==> src/hdl/tct_pkg.sv <==
// ----------------------------------------------------------------------------
// Text console teletype package
// Screen geometry, field widths, character codes and the controller/datapath
// command and status bundles.
// ----------------------------------------------------------------------------
package tct_pkg;

    localparam int COLUMNS = 80;
    localparam int ROWS    = 25;
    localparam int CELLS   = COLUMNS * ROWS;
    localparam int ADDR_W  = $clog2(CELLS);

    // Fixed payload widths
    localparam int CMD_W   = 1;
    localparam int CHAR_W  = 8;
    localparam int IDX_W   = 11;
    localparam int COL_W   = 7;
    localparam int ROW_W   = 5;
    localparam int OFF_W   = 11;
    localparam int CELL_W  = 16;
    localparam int ATTR_W  = 8;

    localparam int COL_XW  = COL_W + 1;
    localparam int ROW_XW  = ROW_W + 1;

    localparam int TAB_STEP    = 8;
    localparam int COPY_LAST   = CELLS - COLUMNS - 1;
    localparam int BLANK_START = (ROWS - 1) * COLUMNS;

    localparam logic [CMD_W-1:0]  CMD_PUT  = 1'b0;
    localparam logic [CMD_W-1:0]  CMD_READ = 1'b1;

    localparam logic [CHAR_W-1:0] CH_BS    = 8'h08;
    localparam logic [CHAR_W-1:0] CH_TAB   = 8'h09;
    localparam logic [CHAR_W-1:0] CH_NL    = 8'h0A;
    localparam logic [CHAR_W-1:0] CH_CR    = 8'h0D;
    localparam logic [CHAR_W-1:0] CH_BLANK = 8'h20;

    localparam logic [ATTR_W-1:0] RESET_ATTR = 8'h07;

    typedef struct packed {
        logic clear_step;
        logic load_in;
        logic exec_put;
        logic copy_start;
        logic read_req;
        logic rd_capture;
        logic copy_step;
        logic blank_step;
        logic out_load;
    } t_dp_cmd;

    typedef struct packed {
        logic is_read;
        logic overflow;
        logic copy_last;
        logic cnt_last;
    } t_dp_stat;

endpackage

==> src/hdl/tct_ctrl.sv <==
// ----------------------------------------------------------------------------
// Text console controller
// Sequences the clearing pass, request execution, scroll and result handoff.
// ----------------------------------------------------------------------------
module tct_ctrl import tct_pkg::*; (
    input  logic     i_clk,
    input  logic     i_rst_n,
    input  logic     i_in_valid,
    output logic     o_in_ready,
    output logic     o_out_valid,
    input  logic     i_out_ready,
    input  t_dp_stat i_stat,
    output t_dp_cmd  o_cmd
);

    typedef enum logic [2:0] {
        S_CLEAR,
        S_IDLE,
        S_EXEC,
        S_RDWAIT,
        S_COPY,
        S_DRAIN,
        S_BLANK,
        S_DONE
    } t_state;

    t_state r_state;
    t_state n_state;
    logic   r_out_valid;
    logic   w_out_free;

    assign w_out_free = !r_out_valid || i_out_ready;

    always_comb begin
        o_cmd   = '0;
        n_state = r_state;
        unique case (r_state)
            S_CLEAR: begin
                o_cmd.clear_step = 1'b1;
                if (i_stat.cnt_last) begin
                    n_state = S_IDLE;
                end
            end
            S_IDLE: begin
                if (i_in_valid) begin
                    o_cmd.load_in = 1'b1;
                    n_state       = S_EXEC;
                end
            end
            S_EXEC: begin
                if (i_stat.is_read) begin
                    o_cmd.read_req = 1'b1;
                    n_state        = S_RDWAIT;
                end else begin
                    o_cmd.exec_put = 1'b1;
                    if (i_stat.overflow) begin
                        o_cmd.copy_start = 1'b1;
                        n_state          = S_COPY;
                    end else begin
                        n_state = S_DONE;
                    end
                end
            end
            S_RDWAIT: begin
                o_cmd.rd_capture = 1'b1;
                n_state          = S_DONE;
            end
            S_COPY: begin
                o_cmd.copy_step = 1'b1;
                if (i_stat.copy_last) begin
                    n_state = S_DRAIN;
                end
            end
            S_DRAIN: begin
                n_state = S_BLANK;
            end
            S_BLANK: begin
                o_cmd.blank_step = 1'b1;
                if (i_stat.cnt_last) begin
                    n_state = S_DONE;
                end
            end
            S_DONE: begin
                if (w_out_free) begin
                    o_cmd.out_load = 1'b1;
                    n_state        = S_IDLE;
                end
            end
            default: begin
                n_state = S_IDLE;
            end
        endcase
    end

    always_ff @(posedge i_clk) begin
        if (!i_rst_n) begin
            r_state     <= S_CLEAR;
            r_out_valid <= 1'b0;
        end else begin
            r_state <= n_state;
            if (o_cmd.out_load) begin
                r_out_valid <= 1'b1;
            end else if (i_out_ready) begin
                r_out_valid <= 1'b0;
            end
        end
    end

    assign o_in_ready  = (r_state == S_IDLE);
    assign o_out_valid = r_out_valid;

endmodule

==> config.mk <==
export PLATFORM = sky130hd
export DESIGN_NAME = tct_ctrl
export DESIGN_NICKNAME = d
export VERILOG_FILES = /design/src/hdl/tct_pkg.sv /design/src/hdl/tct_ctrl.sv
export SDC_FILE = /design/constraint.sdc
export NUM_CORES = 1
export LEC_CHECK = 0
export BUFFER_PORTS_ARGS = -buffer_cell sky130_fd_sc_hd__buf_2
export CORE_AREA = 3 3 40 42
export DETAILED_ROUTE_END_ITERATION = 10
export DIE_AREA = 0 0 43 45
export PLACE_DENSITY = 0.59
export SETUP_SLACK_MARGIN = 0.1
export SYNTH_ARGS = -nofsm -noshare
export SYNTH_HDL_FRONTEND = slang
export SYNTH_SLANG_ARGS = --single-unit
==> constraint.sdc <==
create_clock -name i_clk -period 1.1 [get_ports i_clk]
set_input_delay 0.165 -clock i_clk [delete_from_list [all_inputs] [get_ports i_clk]]
set_output_delay 0.165 -clock i_clk [all_outputs]
set_load 0.01 [all_outputs]
Word-level counts from Yosys, hierarchy flattened

Index checks and enable logic that the tools add are counted.

Output and inout port bits: 11
Bits in registers: 4
Logic and storage cells: 41
Input port bits: 8

Eq/ne operators: 12
Reduce and logical (&&, ||, !) cells: 5
Multiplexer cells: 22

Operator list:

| cell               | number |
|---|---|
| $pmux 3 s8         | 1 |
| $mux 3             | 7 |
| $eq 3x3->1 const B | 4 |
| $mux 1             | 12 |
| $ne 2x2->1 const B | 5 |
| $eq 3x2->1 const B | 2 |
| $reduce_and 5->1   | 1 |
| $mux 2             | 2 |
| $eq 3x1->1 const B | 1 |
| $logic_not 3->1    | 1 |
| $reduce_bool 2->1  | 1 |
| $logic_not 1->1    | 1 |
| $logic_or 1x1->1   | 1 |

Logic depth before layout (Yosys ltp)

Depth after elaboration: 5
Depth in mapped cells: 5
Gate-level depth less buffers: 4

Worst setup path after synthesis

OpenSTA, ideal clock, no wires.

Kind: flip-flop to output port
Start: reg r_state[1]
End: out o_cmd[7] (netlist bit)
Buffers on the path: 2
Required time: 0.935 ns
Arrival time: 1.151 ns
Stages on the path, launching flop included: 5
Path slack: -0.216 ns
Cell sequence: dfxtp_1 buf_6 buf_2 nor3b_1 and2_1

RTL lines:

| item                   | RTL line        | text |
|---|---|---|
| from (decl)            | tct_ctrl.sv:27  | `t_state r_state;` |
| from (signal assigned) | tct_ctrl.sv:100 | `r_state <= n_state;` |
| to (decl)              | tct_ctrl.sv:13  | `output t_dp_cmd o_cmd` |

==> qor.yml <==
run_status:
  status: "finished, violations left"
  violations: "setup timing"
finish:
  fillers: 122
  n_antenna_cell: 0
  area_delta_synth_final_pct: 93.2
  drive_gt1_share_pct: 75.0
  multi_input_area_um2: 322
  fin_cells: 91
  nets: 86
  ff_latch_area_um2: 91.3
  design_area_um2: 711
clocking:
  clock_latency_ns: 0.23
  path_clk_slew_ns: 0.03
  cts-root-buf: "clkbuf_4"
  cts-htree-levels: 1
  clock-sinks: 4
  holdBufCountCts: 0
  cts_tree: "built"
  cts.path.max_buffers: 2
  cts_buffers: 3
placed_design:
  placed_cell_area_um2: 526
  routabilityCongestion: 0.742
  dp_slack_ns: -0.228
  dpl.hpwl_um: 696
  portBuffers: 18
  placed_cells: 82
worst_setup_path:
  startpoint_type: "flip-flop"
  arrival_ns: 1.14
  required_ns: 0.94
  crit_type: "reg2out"
  end_kind: "output port"
  crit_fanout: 6
sta:
  fin_skew_ns: 0.000795
  grt_setup_unrepaired: "yes"
  finalWorstSetupSlack_ns: -0.206
  fmax_ghz: 0.765
  setup_viol: 13
  final_max_slew_viol_count: 0
  hold_viol: 0
  final.setup.tns_ns: -1.80
  post-route-period-util_pct: 119
  slew_headroom_pct: 79.0
  tightest_slew_ns: 0.311
  final.min_clock_period_ns: 1.31
global_routing:
  grt_max_degree: 7
  use_met2_pct: 20.1
  top_usage_layer: "met2"
  grt_pass1_vias: 388
  grt_pass1_wl_um: 1670
  use_met3_pct: 3.59
  grt_overflow_total: 0
  globalRouteTotalUtil_pct: 11.6
  grt.met1_usage_pct: 13.7
  antenna_found_initial: 0
floorplanning:
  rows: 13
  die_h_um: 45
  core_um2: 1280
  die_x_um: 43
  die_area_um2: 1940
  initial_core_util_pct: 28.6
  ios: 19
detailed_routing:
  drtPass1Iterations: 4
  drc: 0
  drtIter0Drc: 7
  num_vias: 427
  viasPerCell: 4.69
  wl_per_cell_um: 11.2
  drt-total-wl_um: 1020
  ant_nets: 0
pwr:
  power_density_nw_per_um2: 2480
  ir_worst_vdd_mv: 1.03
  total_power_uw: 1760
  power_leakage_uw: 0.000348
synth:
  syn_area_per_cell_um2: 8.36
  ys_seq_area_share_pct: 21.8
  ys_types: 27
  syn_inst: 44
  syn-cell-area_um2: 368
  synth_nets: 52
  synth_warnings: 0
  ys_ff_latch: 4
flow_run:
  cap_viol_max_count: 0
worst_hold_path:
  hold_class: "in2reg"
-- cells in the final DEF, fill, tap and decap left out, types with 2 or more instances in the layout --
| cell | n |
|---|---|
| nor3b_2 | 2 |
| nor2_4 | 2 |
| buf_4 | 9 |
| dfxtp_4 | 3 |
| nand2b_1 | 4 |
| nor3_2 | 3 |
| nand2_1 | 3 |
| and3b_2 | 2 |
| buf_2 | 15 |
| buf_6 | 8 |
| mux2i_1 | 2 |
| clkbuf_4 | 3 |
-- power by group --
part	total [µW]	internal, µW	switching, µW
Combinational	1230	735	496
Sequential	354	229	125
Clock	177	122	55.0
-- worst max-delay path, cell delays in order (launching register included) --
cell and delay (ns):
dfxtp_4 0.36, nor2_4 0.14, nand2_4 0.06, buf_6 0.11
nor3_2 0.09, buf_2 0.15
-- flip-flops by register name (all words and copies together) (netlist names) --
register,cells
r_state,3
o_out_valid,1
-- timing repair --
action / in CTS / in global routing
endpoints found under the hold margin: 0 / 0
resized for setup: 18 / 8
pin swaps: 8 / 5
setup buffers: 6 / 0
setup endpoints to repair: 13 / 13
-- stage by stage --
step	hold slack [ns]	util, %
6_report	0.232	55.3
2_1_floorplan	0.315	-
4_1_cts	0.227	52.2
3_5_place_dp	0.476	40.9
3_3_place_gp	0.475	40.9
5_1_grt	0.248	55.3
-- synthesized netlist by cell type --
cell      n  area [µm²]
dfxtp_1   4        80.1
nand2_1   4        15.0
nand2b_1  4        25.0
nor2_1    3        11.3
nor3_1    3        15.0
and3b_2   2        20.0
buf_2     2        10.0
buf_6     2        22.5
mux2i_1   2        20.0
a21boi_0  1        7.51
a21oi_1   1        5.00
a32o_1    1        10.0
and2_1    1        6.26
and3_1    1        6.26
and4b_4   1        13.8
inv_1     1        3.75
nand3_1   1        5.00
nand3_2   1        10.0
nor2b_1   1        6.26
nor3b_1   1        7.51
nor3b_2   1        12.5
o21ai_2   1        8.76
o21bai_1  1        7.51
o311ai_0  1        8.76
o31a_2    1        10.0
or3_4     1        11.3
xor2_1    1        8.76
-- layer usage --
layer / part of all wire (%) / wire length, µm / vias to the layer above
li1: - / - / 221
met1: 41 / 421 / 193
met5: 0 / 0 / -
met3: 5.9 / 60 / 0
met4: 0 / 0 / 0
met2: 53 / 538 / 13
-- cell families (layout without fill, tap and decap cells) --
family | count (synthesis) | count (layout) | synth area share (%)
AO/OA/AOI/OAI | 7 | 7 | 15.6
XOR/XNOR | 1 | 1 | 2.38
buffers and inverters | 5 | 37 | 9.86
flip-flops | 4 | 4 | 21.8
multiplexers | 2 | 2 | 5.44
AND/OR/NAND/NOR | 25 | 25 | 44.9
-- worst paths after layout --
check,from,end,cells past startpoint,slack (ns)
worst max register to register,r_state[2],r_state[2],5,-0.19
worst min-delay path,i_rst_n,r_state[0],3,0.23
worst max-delay path,r_state[0],o_cmd[5],5,-0.21
worst min register to register,r_state[0],o_out_valid,2,0.59
-- layout make-up --
class                           instances  share of cell area, %
Timing Repair Buffer                   33                   35.6
Tap cell                               15                   2.64
Sequential cell                         4                   12.9
Inverter                                1                  0.528
Clock buffer                            3                   3.17
Multi-Input combinational cell         35                   45.2
No activity file was read; power rests on OpenSTA's default activity.
